### src/sv/assert_macros.svh
// Assertion macros shared by the RTL of the radix symbol converter.
// Each macro expects signals named clk and rst_n in the enclosing module.
`ifndef ASSERT_MACROS_SVH
`define ASSERT_MACROS_SVH

// Property checked at every rising clock edge outside reset.
`define SIRS_ASSERT(label, prop) \
    label: assert property (@(posedge clk) disable iff (!rst_n) prop) \
        else $error("sirs: assertion failed");

// Condition that must never be true outside reset.
`define SIRS_NEVER(label, expr) \
    `SIRS_ASSERT(label, !(expr))

`endif

### src/sv/sirs_pkg.sv
// Package of the radix symbol converter: widths, codes, shared types and
// the symbol table lookup. No dependencies.
package sirs_pkg;

    localparam int VALUE_BITS  = 32;
    localparam int MAX_SYMBOLS = 16;
    localparam int CNT_W       = $clog2(VALUE_BITS + 1);
    localparam int ADDR_W      = $clog2(VALUE_BITS);
    localparam int RADIX_W     = 5;
    localparam int DIGIT_W     = $clog2(MAX_SYMBOLS);
    localparam int SYM_W       = 8;
    localparam int TABLE_W     = 64;
    localparam int REG_IDX_W   = 2;

    localparam logic [SYM_W-1:0] MINUS_SYM = 8'h2D;
    localparam logic [SYM_W-1:0] PLUS_SYM  = 8'h2B;

    localparam logic [RADIX_W-1:0] RADIX_RESET    = 5'd10;
    localparam logic [TABLE_W-1:0] SYM_LOW_RESET  = 64'h3736_3534_3332_3130;
    localparam logic [TABLE_W-1:0] SYM_HIGH_RESET = 64'h0000_0000_0000_3938;

    // Configuration register indexes.
    localparam logic [REG_IDX_W-1:0] REG_RADIX    = 2'd0;
    localparam logic [REG_IDX_W-1:0] REG_SYM_LOW  = 2'd1;
    localparam logic [REG_IDX_W-1:0] REG_SYM_HIGH = 2'd2;

    // Request from the sequencer to the divider.
    typedef struct packed {
        logic                  start;
        logic [RADIX_W-1:0]    divisor;
        logic [VALUE_BITS-1:0] dividend;
    } div_ctrl_t;

    // Status and results from the divider.
    typedef struct packed {
        logic                  busy;
        logic                  done;
        logic [VALUE_BITS-1:0] quotient;
        logic [RADIX_W-1:0]    remainder;
    } div_stat_t;

    // Symbol byte for a digit value; the two table words form one table.
    function automatic logic [SYM_W-1:0] symbol_at(
        input logic [DIGIT_W-1:0] digit,
        input logic [TABLE_W-1:0] sym_low,
        input logic [TABLE_W-1:0] sym_high
    );
        logic [2*TABLE_W-1:0] tbl;
        tbl = {sym_high, sym_low};
        return tbl[{digit, 3'b000} +: SYM_W];
    endfunction

endpackage

### src/sv/sirs_if.sv
// Stream interfaces of the radix symbol converter: signed values in,
// symbol bytes out. Depends on sirs_pkg.
interface sirs_value_if;
    import sirs_pkg::*;

    logic                         valid;
    logic                         ready;
    logic signed [VALUE_BITS-1:0] value;

    modport source (output valid, output value, input ready);
    modport sink   (input valid, input value, output ready);
endinterface

interface sirs_symbol_if;
    import sirs_pkg::*;

    logic             valid;
    logic             ready;
    logic [SYM_W-1:0] symbol;
    logic             last;
    logic             bad_table;

    modport source (output valid, output symbol, output last, output bad_table,
                    input ready);
    modport sink   (input valid, input symbol, input last, input bad_table,
                    output ready);
endinterface

### src/sv/sirs_divider.sv
// Restoring divider of the radix symbol converter: one quotient bit per cycle.
// Depends on sirs_pkg and assert_macros.svh.
`include "assert_macros.svh"

module sirs_divider (
    input  logic               clk,
    input  logic               rst_n,
    input  sirs_pkg::div_ctrl_t ctrl,
    output sirs_pkg::div_stat_t stat
);
    import sirs_pkg::*;

    logic                  busy_reg, busy_next;
    logic                  done_reg, done_next;
    logic [ADDR_W-1:0]     cnt_reg, cnt_next;
    logic [VALUE_BITS-1:0] quo_reg, quo_next;
    logic [RADIX_W-1:0]    rem_reg, rem_next;
    logic [RADIX_W-1:0]    divisor_reg, divisor_next;

    logic [RADIX_W:0]      trial;
    logic                  fits;

    // One restoring step: bring down the next dividend bit and subtract.
    assign trial = {rem_reg, quo_reg[VALUE_BITS-1]};
    assign fits  = (trial >= {1'b0, divisor_reg});

    always_comb
    begin
        busy_next    = busy_reg;
        done_next    = 1'b0;
        cnt_next     = cnt_reg;
        quo_next     = quo_reg;
        rem_next     = rem_reg;
        divisor_next = divisor_reg;
        if (ctrl.start)
        begin
            busy_next    = 1'b1;
            cnt_next     = '0;
            quo_next     = ctrl.dividend;
            rem_next     = '0;
            divisor_next = ctrl.divisor;
        end
        else if (busy_reg)
        begin
            quo_next = {quo_reg[VALUE_BITS-2:0], fits};
            rem_next = fits ? RADIX_W'(trial - {1'b0, divisor_reg}) : trial[RADIX_W-1:0];
            cnt_next = cnt_reg + 1'b1;
            if (cnt_reg == ADDR_W'(VALUE_BITS - 1))
            begin
                busy_next = 1'b0;
                done_next = 1'b1;
            end
        end
    end

    always_ff @(posedge clk or negedge rst_n)
    begin
        if (!rst_n)
        begin
            busy_reg <= 1'b0;
            done_reg <= 1'b0;
            cnt_reg  <= '0;
        end
        else
        begin
            busy_reg <= busy_next;
            done_reg <= done_next;
            cnt_reg  <= cnt_next;
        end
    end

    always_ff @(posedge clk)
    begin
        quo_reg     <= quo_next;
        rem_reg     <= rem_next;
        divisor_reg <= divisor_next;
    end

    assign stat.busy      = busy_reg;
    assign stat.done      = done_reg;
    assign stat.quotient  = quo_reg;
    assign stat.remainder = rem_reg;

    `SIRS_ASSERT(a_start_runs, ctrl.start |=> busy_reg)
    `SIRS_ASSERT(a_rem_below_divisor,
        busy_reg && divisor_reg != '0 |-> rem_reg < divisor_reg)
    `SIRS_ASSERT(a_done_after_run, done_reg |-> !busy_reg && $past(busy_reg))

endmodule

### src/sv/signed_integer_to_radix_symbols_top.sv
// Top level of the radix symbol converter: sequencer, table check, digit
// store and output register. Depends on sirs_pkg, sirs_if, sirs_divider and assert_macros.svh.
//
// Usage: a signed 32-bit value arrives on the values channel and leaves as
// a run of symbol bytes on the symbols channel, most significant digit first,
// with a leading minus sign for a negative value and last set on the final
// byte. If the configured table is invalid (radix outside two to sixteen, a
// plus or minus symbol in use, or a repeated symbol) the run is one transfer
// with symbol zero, last and bad_table set.
// Timing: the block takes one value at a time and is not ready until the
// last byte of the run has been loaded into the output register. The table
// check tests one symbol per cycle against plus, minus and all later ones.
// Each digit then comes from the shared restoring divider, which produces
// one quotient bit per cycle; a value has 32 digits at most (radix two).
// Emission steps through the sign, if any, then for each digit a fetch
// from the digit store and a put into the output register.
// Stalls: the output register holds its byte while ready is low and the
// sequencer waits; nothing is lost or repeated.
// Reset: the registers return to radix ten and the table "0123456789"; the
// digit store is not cleared, since every digit is written before it is read.
// Configuration writes are taken at any edge with write_enable high and are
// meant to arrive only while the block is idle.
`include "assert_macros.svh"

module signed_integer_to_radix_symbols_top (
    input  logic                              clk,
    input  logic                              rst_n,
    sirs_value_if.sink                        values,
    sirs_symbol_if.source                     symbols,
    input  logic                              write_enable,
    input  logic [sirs_pkg::REG_IDX_W-1:0]    reg_index,
    input  logic [sirs_pkg::TABLE_W-1:0]      write_data
);
    import sirs_pkg::*;

    typedef enum logic [7:0] {
        S_IDLE      = 8'b0000_0001,
        S_CHECK     = 8'b0000_0010,
        S_BAD       = 8'b0000_0100,
        S_DIV_START = 8'b0000_1000,
        S_DIV_WAIT  = 8'b0001_0000,
        S_SIGN      = 8'b0010_0000,
        S_FETCH     = 8'b0100_0000,
        S_PUT       = 8'b1000_0000
    } state_t;

    state_t                state_reg, state_next;

    // Configuration registers.
    logic [RADIX_W-1:0]    radix_reg;
    logic [TABLE_W-1:0]    sym_low_reg;
    logic [TABLE_W-1:0]    sym_high_reg;

    // Conversion state.
    logic                  neg_reg, neg_next;
    logic [VALUE_BITS-1:0] mag_reg, mag_next;
    logic [CNT_W-1:0]      digit_count_reg, digit_count_next;
    logic [DIGIT_W-1:0]    chk_idx_reg, chk_idx_next;

    // Output register.
    logic                  out_valid_reg, out_valid_next;
    logic [SYM_W-1:0]      out_sym_reg, out_sym_next;
    logic                  out_last_reg, out_last_next;
    logic                  out_bad_reg, out_bad_next;

    // Digit store, least significant digit at address zero.
    logic [DIGIT_W-1:0]    digit_mem [VALUE_BITS];
    logic [DIGIT_W-1:0]    rd_data_reg;
    logic [ADDR_W-1:0]     rd_addr;
    logic                  wr_en;

    div_ctrl_t             div_ctrl;
    div_stat_t             div_stat;

    logic                  slot_free;
    logic                  radix_bad;
    logic                  sym_bad;
    logic [SYM_W-1:0]      chk_sym;
    logic [DIGIT_W-1:0]    last_idx;
    logic [VALUE_BITS-1:0] raw_value;
    logic [CNT_W-1:0]      count_inc;

    sirs_divider u_divider (
        .clk   (clk),
        .rst_n (rst_n),
        .ctrl  (div_ctrl),
        .stat  (div_stat)
    );

    // The output register can take a byte when empty or being drained.
    assign slot_free = !out_valid_reg || symbols.ready;

    // Table check: symbol chk_idx against plus, minus and every later
    // symbol in use, one symbol per cycle.
    assign radix_bad = (radix_reg < RADIX_W'(2)) || (radix_reg > RADIX_W'(MAX_SYMBOLS));
    assign last_idx  = DIGIT_W'(radix_reg - 1'b1);
    assign chk_sym   = symbol_at(chk_idx_reg, sym_low_reg, sym_high_reg);

    always_comb
    begin
        sym_bad = (chk_sym == MINUS_SYM) || (chk_sym == PLUS_SYM);
        for (int j = 0; j < MAX_SYMBOLS; j++)
        begin
            if ((RADIX_W'(j) > RADIX_W'(chk_idx_reg)) && (RADIX_W'(j) < radix_reg) &&
                (symbol_at(DIGIT_W'(j), sym_low_reg, sym_high_reg) == chk_sym))
            begin
                sym_bad = 1'b1;
            end
        end
    end

    assign raw_value = values.value;
    assign count_inc = digit_count_reg + 1'b1;
    assign rd_addr   = ADDR_W'(digit_count_reg - 1'b1);

    assign div_ctrl.start    = (state_reg == S_DIV_START);
    assign div_ctrl.divisor  = radix_reg;
    assign div_ctrl.dividend = mag_reg;

    always_comb
    begin
        state_next       = state_reg;
        neg_next         = neg_reg;
        mag_next         = mag_reg;
        digit_count_next = digit_count_reg;
        chk_idx_next     = chk_idx_reg;
        out_valid_next   = out_valid_reg && !symbols.ready;
        out_sym_next     = out_sym_reg;
        out_last_next    = out_last_reg;
        out_bad_next     = out_bad_reg;
        wr_en            = 1'b0;
        case (state_reg)
            S_IDLE:
            begin
                if (values.valid)
                begin
                    neg_next         = raw_value[VALUE_BITS-1];
                    mag_next         = raw_value[VALUE_BITS-1] ? (~raw_value + 1'b1)
                                                               : raw_value;
                    digit_count_next = '0;
                    chk_idx_next     = '0;
                    state_next       = S_CHECK;
                end
            end
            S_CHECK:
            begin
                if (radix_bad || sym_bad)
                begin
                    state_next = S_BAD;
                end
                else if (chk_idx_reg == last_idx)
                begin
                    state_next = S_DIV_START;
                end
                else
                begin
                    chk_idx_next = chk_idx_reg + 1'b1;
                end
            end
            S_BAD:
            begin
                if (slot_free)
                begin
                    out_valid_next = 1'b1;
                    out_sym_next   = '0;
                    out_last_next  = 1'b1;
                    out_bad_next   = 1'b1;
                    state_next     = S_IDLE;
                end
            end
            S_DIV_START:
            begin
                state_next = S_DIV_WAIT;
            end
            S_DIV_WAIT:
            begin
                if (div_stat.done)
                begin
                    wr_en            = 1'b1;
                    mag_next         = div_stat.quotient;
                    digit_count_next = count_inc;
                    if ((div_stat.quotient == '0) || (count_inc == CNT_W'(VALUE_BITS)))
                    begin
                        state_next = S_SIGN;
                    end
                    else
                    begin
                        state_next = S_DIV_START;
                    end
                end
            end
            S_SIGN:
            begin
                if (!neg_reg)
                begin
                    state_next = S_FETCH;
                end
                else if (slot_free)
                begin
                    out_valid_next = 1'b1;
                    out_sym_next   = MINUS_SYM;
                    out_last_next  = 1'b0;
                    out_bad_next   = 1'b0;
                    state_next     = S_FETCH;
                end
            end
            S_FETCH:
            begin
                // The digit store read is registered; the digit is ready next cycle.
                state_next = S_PUT;
            end
            S_PUT:
            begin
                if (slot_free)
                begin
                    out_valid_next   = 1'b1;
                    out_sym_next     = symbol_at(rd_data_reg, sym_low_reg, sym_high_reg);
                    out_last_next    = (digit_count_reg == CNT_W'(1));
                    out_bad_next     = 1'b0;
                    digit_count_next = digit_count_reg - 1'b1;
                    state_next       = (digit_count_reg == CNT_W'(1)) ? S_IDLE : S_FETCH;
                end
            end
            default:
            begin
                state_next = S_IDLE;
            end
        endcase
    end

    always_ff @(posedge clk or negedge rst_n)
    begin
        if (!rst_n)
        begin
            state_reg       <= S_IDLE;
            neg_reg         <= 1'b0;
            digit_count_reg <= '0;
            chk_idx_reg     <= '0;
            out_valid_reg   <= 1'b0;
            radix_reg       <= RADIX_RESET;
            sym_low_reg     <= SYM_LOW_RESET;
            sym_high_reg    <= SYM_HIGH_RESET;
        end
        else
        begin
            state_reg       <= state_next;
            neg_reg         <= neg_next;
            digit_count_reg <= digit_count_next;
            chk_idx_reg     <= chk_idx_next;
            out_valid_reg   <= out_valid_next;
            if (write_enable)
            begin
                case (reg_index)
                    REG_RADIX:    radix_reg    <= write_data[RADIX_W-1:0];
                    REG_SYM_LOW:  sym_low_reg  <= write_data;
                    REG_SYM_HIGH: sym_high_reg <= write_data;
                    default:      ;
                endcase
            end
        end
    end

    always_ff @(posedge clk)
    begin
        mag_reg      <= mag_next;
        out_sym_reg  <= out_sym_next;
        out_last_reg <= out_last_next;
        out_bad_reg  <= out_bad_next;
    end

    // Digit store: one write port from the divider, one registered read port.
    always_ff @(posedge clk)
    begin
        if (wr_en)
        begin
            digit_mem[digit_count_reg[ADDR_W-1:0]] <= div_stat.remainder[DIGIT_W-1:0];
        end
        rd_data_reg <= digit_mem[rd_addr];
    end

    assign values.ready      = (state_reg == S_IDLE);
    assign symbols.valid     = out_valid_reg;
    assign symbols.symbol    = out_sym_reg;
    assign symbols.last      = out_last_reg;
    assign symbols.bad_table = out_bad_reg;

    `SIRS_NEVER(a_count_bound, digit_count_reg > CNT_W'(VALUE_BITS))
    `SIRS_ASSERT(a_start_when_free, div_ctrl.start |-> !div_stat.busy)
    `SIRS_ASSERT(a_error_form,
        out_valid_reg && out_bad_reg |-> out_last_reg && out_sym_reg == '0)
    `SIRS_ASSERT(a_emit_has_digit, state_reg == S_PUT |-> digit_count_reg != '0)

endmodule
### src/flat_wrapper.sv
// flat-port wrapper written by rule: the top's interface ports become plain ports
module signed_integer_to_radix_symbols_top_flat import sirs_pkg::*;
  (clk, rst_n, write_enable, reg_index, write_data, values_valid, values_value, values_ready, symbols_valid, symbols_symbol, symbols_last, symbols_bad_table, symbols_ready);
  sirs_value_if values_i ();
  sirs_symbol_if symbols_i ();
  input  logic clk;
  input  logic rst_n;
  input  logic write_enable;
  input  logic [sirs_pkg::REG_IDX_W-1:0] reg_index;
  input  logic [sirs_pkg::TABLE_W-1:0] write_data;
  input wire logic [$bits(values_i.valid)-1:0] values_valid;
  input wire logic [$bits(values_i.value)-1:0] values_value;
  output wire logic [$bits(values_i.ready)-1:0] values_ready;
  output wire logic [$bits(symbols_i.valid)-1:0] symbols_valid;
  output wire logic [$bits(symbols_i.symbol)-1:0] symbols_symbol;
  output wire logic [$bits(symbols_i.last)-1:0] symbols_last;
  output wire logic [$bits(symbols_i.bad_table)-1:0] symbols_bad_table;
  input wire logic [$bits(symbols_i.ready)-1:0] symbols_ready;
  assign values_i.valid = values_valid;
  assign values_i.value = values_value;
  assign values_ready = values_i.ready;
  assign symbols_valid = symbols_i.valid;
  assign symbols_symbol = symbols_i.symbol;
  assign symbols_last = symbols_i.last;
  assign symbols_bad_table = symbols_i.bad_table;
  assign symbols_i.ready = symbols_ready;
  signed_integer_to_radix_symbols_top u_core (.clk(clk), .rst_n(rst_n), .values(values_i), .symbols(symbols_i), .write_enable(write_enable), .reg_index(reg_index), .write_data(write_data));
endmodule
### config.mk
export PLATFORM = sky130hd
export DESIGN_NAME = signed_integer_to_radix_symbols_top_flat
export DESIGN_NICKNAME = d
export VERILOG_FILES = /design/src/sv/sirs_pkg.sv /design/src/sv/sirs_if.sv /design/src/sv/sirs_divider.sv /design/src/sv/signed_integer_to_radix_symbols_top.sv /design/src/flat_wrapper.sv
export VERILOG_INCLUDE_DIRS = /design/src /design/src/sv
export SDC_FILE = /design/constraint.sdc
export NUM_CORES = 1
export LEC_CHECK = 0
export BUFFER_PORTS_ARGS = -buffer_cell sky130_fd_sc_hd__buf_2
export CAP_MARGIN = 20
export CORE_MARGIN = 2
export CORE_UTILIZATION = 60
export DETAILED_ROUTE_END_ITERATION = 10
export PLACE_DENSITY = 0.85
export SETUP_SLACK_MARGIN = 0.15
export SLEW_MARGIN = 20
export SYNTH_ARGS = -nofsm -noshare
export SYNTH_HDL_FRONTEND = slang
export SYNTH_SLANG_ARGS = --single-unit
### constraint.sdc
create_clock -name clk -period 3.9 [get_ports clk]
set_clock_uncertainty 0.1 [all_clocks]
set_input_delay 0.585 -clock clk [delete_from_list [all_inputs] [get_ports clk]]
set_output_delay 0.585 -clock clk [all_outputs]
set_load 0.02 [all_outputs]
After elaboration in Yosys (flattened, before gate mapping)
Memory sizes are Yosys's and may differ from the RTL's. A register that Yosys moved wholly into a read port is not among the register bits.
Index checks and enable logic that the tools add are counted.
- $add $sub $neg: 7
- $lt $le $gt $ge: 33
- equal/unequal tests: 41
- shift-type cells: 2
- mux-type cells: 69
- bitwise logic cells: 1
- reductions and logical operators: 56
- operators with widths (kind ; count):
    $shiftx A128 B8 Y8 ; 2
    $mux W32 ; 5
    $eq A8 B8 Y1 ; 15
    $mux W8 ; 12
    $pmux W32 S2 ; 1
    $pmux W8 S8 ; 1
    $lt A4 B5 Y1 const A ; 8
    $mux W1 ; 33
    $add A32 B1 Y32 const B ; 1
    $gt A4 B4 Y1 const A ; 8
    $logic_not A32 Y1 ; 1
    $not A32 Y32 ; 1
    $logic_and A1 B1 Y1 ; 31
    $eq A8 B6 Y1 const B ; 3
    $mux W6 ; 4
    $pmux W8 S3 ; 1
    $lt A3 B5 Y1 const A ; 4
    $pmux W6 S3 ; 1
    $gt A3 B4 Y1 const A ; 4
    $mux W5 ; 3
    $mux W4 ; 3
    $lt A2 B5 Y1 const A ; 2
    $eq A8 B1 Y1 const B ; 1
    $eq A8 B2 Y1 const B ; 1
    other kinds (42) ; 63
- bits in registers: 244
- memory bits (writable): 128
- input port bits: 103
- memories kept: 1
- memories (memory ; words ; bits a word ; rd ports ; clocked after memory_dff ; wr ports ; RTL line ; source):
    u_core.digit_mem ; 32 ; 4 ; 1 ; 1 ; 1 ; signed_integer_to_radix_symbols_top.sv:67 ; logic [DIGIT_W-1:0] digit_mem [VALUE_BITS];

Logic depth before layout (Yosys ltp)
- depth after elaboration: 21
- depth in mapped cells: 15

By module
Synthesis repeated with hierarchy kept, for this count alone.
- cell total of the unflattened synthesis: 1539
- area, all modules: 20414.6 um^2
- modules (own cells, without submodules) (module ; instances ; cells each ; area each (um^2) ; seq. area each (um^2)):
    signed_integer_to_radix_symbols_top ; 1 ; 1377 ; 18138.6 ; 9061.2
    sirs_divider ; 1 ; 162 ; 2275.9 ; 1386.3

Worst setup path after synthesis
No wires, ideal clock.
- kind: reg2reg
- start: reg u_core.state_reg[4]
- end: reg u_core.mag_reg[0] (enable)
- data arrival time: 2984 ps
- required time: 3379 ps
- path slack: 395 ps
- stages on the path, launching flop included: 7
- buffers on the path: 0
- clock period less this slack: 3505 ps
- cell sequence: dfrtp_1 or4_1 nor3_1 nand3b_1 inv_1 nor2_1 nor2_1
- longest elaborated chain between the ends: 3
- elaborated cells between the ends (all ways): 6
- classes of those cells: eq/ne: 4; reduce/logical: 2
- ends and longest elaborated chain (what ; RTL line ; source):
    start: declaration ; signed_integer_to_radix_symbols_top.sv:47 ; state_t state_reg, state_next;
    start signal: assignment ; signed_integer_to_radix_symbols_top.sv:246 ; state_reg <= state_next;
    $eq A8 B1 Y1 (*) ; - ;
    net values_ready ; flat_wrapper.sv:13 ; output wire logic [$bits(values_i.ready)-1:0] values_ready;
    $ne A2 B2 Y1 (no line) or $reduce_bool A2 Y1 (tied branches) ; - ;
    $reduce_and A3 Y1 (no line) (*) ; - ;
    end signal: assignment ; signed_integer_to_radix_symbols_top.sv:265 ; mag_reg <= mag_next;
    end: declaration ; signed_integer_to_radix_symbols_top.sv:56 ; logic [VALUE_BITS-1:0] mag_reg, mag_next;
Mark *: on every way through the listed nets, which the timed path passes. The rest lies on a longest branch.
A chain may end at the register's enable or synchronous reset.

Worst setup path in the final report
- start: reg u_core.chk_idx_reg[0]
- end: reg u_core.chk_idx_reg[2]
- longest elaborated chain between the ends: 21
- elaborated cells between the ends (all ways): 88
- classes of those cells: add/sub: 1; order compare: 15; eq/ne: 20; shift: 1; mux: 18; reduce/logical: 33
- ends and longest elaborated chain (what ; RTL line ; source):
    start: declaration ; signed_integer_to_radix_symbols_top.sv:58 ; logic [DIGIT_W-1:0] chk_idx_reg, chk_idx_next;
    start signal: assignment ; signed_integer_to_radix_symbols_top.sv:249 ; chk_idx_reg <= chk_idx_next;
    $shiftx A128 B8 Y8 or $gt A1 B4 Y1 (tied branches) ; sirs_pkg.sv:50, signed_integer_to_radix_symbols_top.sv:104 ;
    $eq A8 B6 Y1, or another cell as far along ; signed_integer_to_radix_symbols_top.sv:101 ; sym_bad = (chk_sym == MINUS_SYM) || (chk_sym == PLUS_SYM);
    $logic_or A1 B1 Y1 or $logic_and A1 B1 Y1 (tied branches) ; signed_integer_to_radix_symbols_top.sv:101, signed_integer_to_radix_symbols_top.sv:104 ;
    $mux W1 (15 in series) ; signed_integer_to_radix_symbols_top.sv:104 ; if ((RADIX_W'(j) > RADIX_W'(chk_idx_reg)) && (RADIX_W'(j) < radix_reg) &&
    $logic_or A1 B1 Y1 ; signed_integer_to_radix_symbols_top.sv:147 ; if (radix_bad || sym_bad)
    $ne A2 B2 Y1 (no line) ; - ;
    $reduce_and A4 Y1 (no line) ; - ;
Several ways; a longest one is shown, not always the timed one. The select of a mux whose other input is x is not followed.

==> results_dict.tcl <==
set metrics [dict create \
    place_congestion 1.003 \
    worst_pin_slew_ns 1.130 \
    fill_cells 2299 \
    io_buffers 114 \
    ys_ff_latch 376 \
    synth_area_leader_cell "edfxtp_1" \
    drive_above_1_share_pct 31.31 \
    synth.mux.area_fraction_pct 20.08 \
    core_area_mm2 0.03345 \
    fin_nets 1865 \
    syn-num-nets 1742 \
    yosysUniqueCellTypes 89 \
    clk-insertion-delay-late_ns 0.57 \
    ys.warnings.count 0 \
    crit_path_end_kind "register" \
    crit_type "register to register" \
    ant_nets 0 \
    final-seq-area_mm2 0.01045 \
    max-cap-violations 0 \
    leakagePower_nw 8.693 \
    yosysSeqAreaShare_pct 51.41 \
    track_usage_pct 30.92 \
    synth_enable_flop_cells 207 \
    cts_sinks 376 \
    synth_fa_ha_area_share_pct 1.145 \
    antenna_found_initial 0 \
    syn_avg_cell_area_um2 12.54 \
    cp.arrival_ns 4.05 \
    ctsRootBufferMaster "clkbuf_16" \
    p_total_mw 17.18 \
    max-vdd-ir-drop_v 0.0005586 \
    clk_pin_slew_ns 0.06 \
    die_area_mm2 0.03536 \
    fmax_mhz 269.7 \
    synth_compound_area_share_pct 8.102 \
    net-switching-power_mw 6.424 \
    grt_max_degree 94 \
    cts_tree "done" \
    htreeDepth 2 \
    dominantRegCellSynth "edfxtp_1" \
    fin_crit_ns 3.708 \
    start_kind "register" \
    cts_made_buffers 40 \
    final_hold_viol_count 16 \
    largest_reg_flops 128 \
    r2r_cells 12 \
    n_antenna_cell 0 \
    grt_overflow 0 \
    p_per_area_mw_per_mm2 747.3 \
    intPower_mw 10.75 \
    synthCells 1621 \
    synth_top_area_share_pct 30.59 \
    area_delta_synth_final_pct 13.09 \
    die_h_um 188.0 \
    drt_first_pass_iters 5 \
    slew_headroom_pct 24.14 \
    synth_top_family_by_area "multiplexers" \
    synthSimpleGateAreaFrac_pct 11.20 \
    clock_path_buffers 3 \
    r2r_slack_ns 0.19 \
    finalSetupViolCount 0 \
    outcome "complete, but fails checks" \
    critPathRequiredTime_ns 4.24 \
    final_max_slew_viol_count 0 \
    fp.dieW_um 188.0 \
    wirelength_mm 54.77 \
    gr-max-usage-layer "met2" \
    start_util_pct 60.76 \
    violations "negative hold slack" \
    grt_use_met2_pct 53.01 \
    grt_pass1_vias 14691 \
    grt_use_met1_pct 39.53 \
    pin_count 115 \
    post_drt_wl_per_cell_um 24.63 \
    row_count 67 \
    multi_input_comb_area_mm2 0.009388 \
    synth.top_cells.by_area "edfxtp_1 31%, dfrtp_1 15%, mux4_2 9.6%" \
    tns_ns 0 \
    hpwlAfterDp_mm 37.04 \
    crit_path_max_fanout 12 \
    whs_ns -0.04567 \
    async_reset_ff_share_pct 42.55 \
    finalCritPeriodShare_pct 95.07 \
    use_met3_pct 4.904 \
    rsz0062_at_grt "false" \
    combPwrFrac_pct 41.7 \
    syn_area_mm2 0.02032 \
    drt_iter0_drc 1864 \
    route.detailed.drc 0 \
    hold_path.class "input port to async pin" \
    layout_commonest_cell "edfxtp_1" \
    via_per_inst 6.605 \
    synthXorXnorAreaFrac_pct 5.171 \
    num_vias 14689 \
    power.share.switching_pct 37.40 \
    layout_common_cells "207 x edfxtp_1, 184 x nand2_1, 146 x mux2_2, 118 x dfrtp_1, 113 x buf_2" \
    power_frac_seq_pct 36.4 \
    clock_power_share_pct 21.9 \
    grt_pass1_wl_mm 84.73 \
]
==> power by group through the flow <==
stage               combinational [mW]  sequential [mW]  clock, mW
floorplan                         4.91             6.01          0
global placement                  6.48             6.21          0
detailed placement                6.69             6.25          0
CTS                               6.78             6.20       3.80
global route                      7.62             6.31       3.96
finish                            7.17             6.25       3.76
==> worst max-delay path: stages (launching register included) <==
cell and delay (ns):
dfrtp_2 0.43, buf_12 0.18, mux4_2 0.57, mux2_4 0.30, a22oi_4 0.26, buf_6 0.20
xor2_1 0.17, o2111ai_1 0.14, or4_1 0.46, o2111ai_2 0.11, nor4_4 0.11, a21o_1 0.20
a221o_1 0.34
==> cell type report <==
class	instances	share of cell area, %
clock buffer	59	4.970
clock inverter	15	0.7240
inverter	25	0.4246
multi-input combinational	1123	40.85
sequential	376	45.48
tap	448	2.439
timing repair buffer	178	5.112
==> repair_timing <==
action	4_1_cts	5_1_grt
pin swaps	0	4
gates cloned	0	3
setup buffers	0	6
hold buffers	0	0
setup endpoints to repair	1	6
resized for setup	1	19
endpoints found under the hold margin	0	0
==> routing by layer <==
| layer | up-vias | routed length [um] |
|---|---|---|
| li1 | 6330 | - |
| met1 | 7289 | 20280 |
| met2 | 868 | 27550 |
| met3 | 202 | 4482 |
| met4 | 0 | 2463 |
| met5 | - | 0 |
==> synth_stat cells (15+ instances only) <==
cell      count
a211oi_1     22
a21o_1       17
a21oi_1      41
clkbuf_1     63
dfrtp_1     122
dfstp_2      38
edfxtp_1    207
ha_1         17
inv_1        23
mux2_2      146
mux2i_1      45
mux4_2       87
nand2_1     185
nand3_1      29
nand4_1      17
nor2_1       83
nor3_1       27
nor4_1       15
o21ai_0      71
xnor2_1      47
xor2_1       73
==> path summary, 6_finish.rpt <==
kind                                             from                      end
worst max-delay path            u_core.chk_idx_reg[0]    u_core.chk_idx_reg[2]
min in group clk                         values_valid      u_core.state_reg[0]
max in group asynchronous                       rst_n      u_core.state_reg[0]
worst min register to register         u_core.neg_reg           u_core.neg_reg
worst min-delay path                            rst_n  u_core.sym_high_reg[57]
worst max register to register  u_core.chk_idx_reg[0]    u_core.chk_idx_reg[2]
==> cells by family after synthesis <==
kind of cell,Yosys count
compound gates,243
xor+xnor,120
fa+ha+maj,18
buf+inv,123
flops,376
mux,280
simple gates,461
==> per-stage QoR <==
stage          utilization (%)  hold slack, ns  instance area [um^2]  worst slack (ns)  std cells
2_1_floorplan                -          0.1894                 20320            0.3948       1621
3_3_place_gp             64.20          0.3826                 21470            0.1410       2141
3_5_place_dp             64.20          0.3795                 21470           0.08964       2141
4_1_cts                  68.13        0.001909                 22790            0.1673       2215
5_1_grt                  68.71         0.04212                 22980            0.1237       2224
6_report                 68.71        -0.04567                 22980            0.1922       2224
No activity file was read; power rests on OpenSTA's default activity.
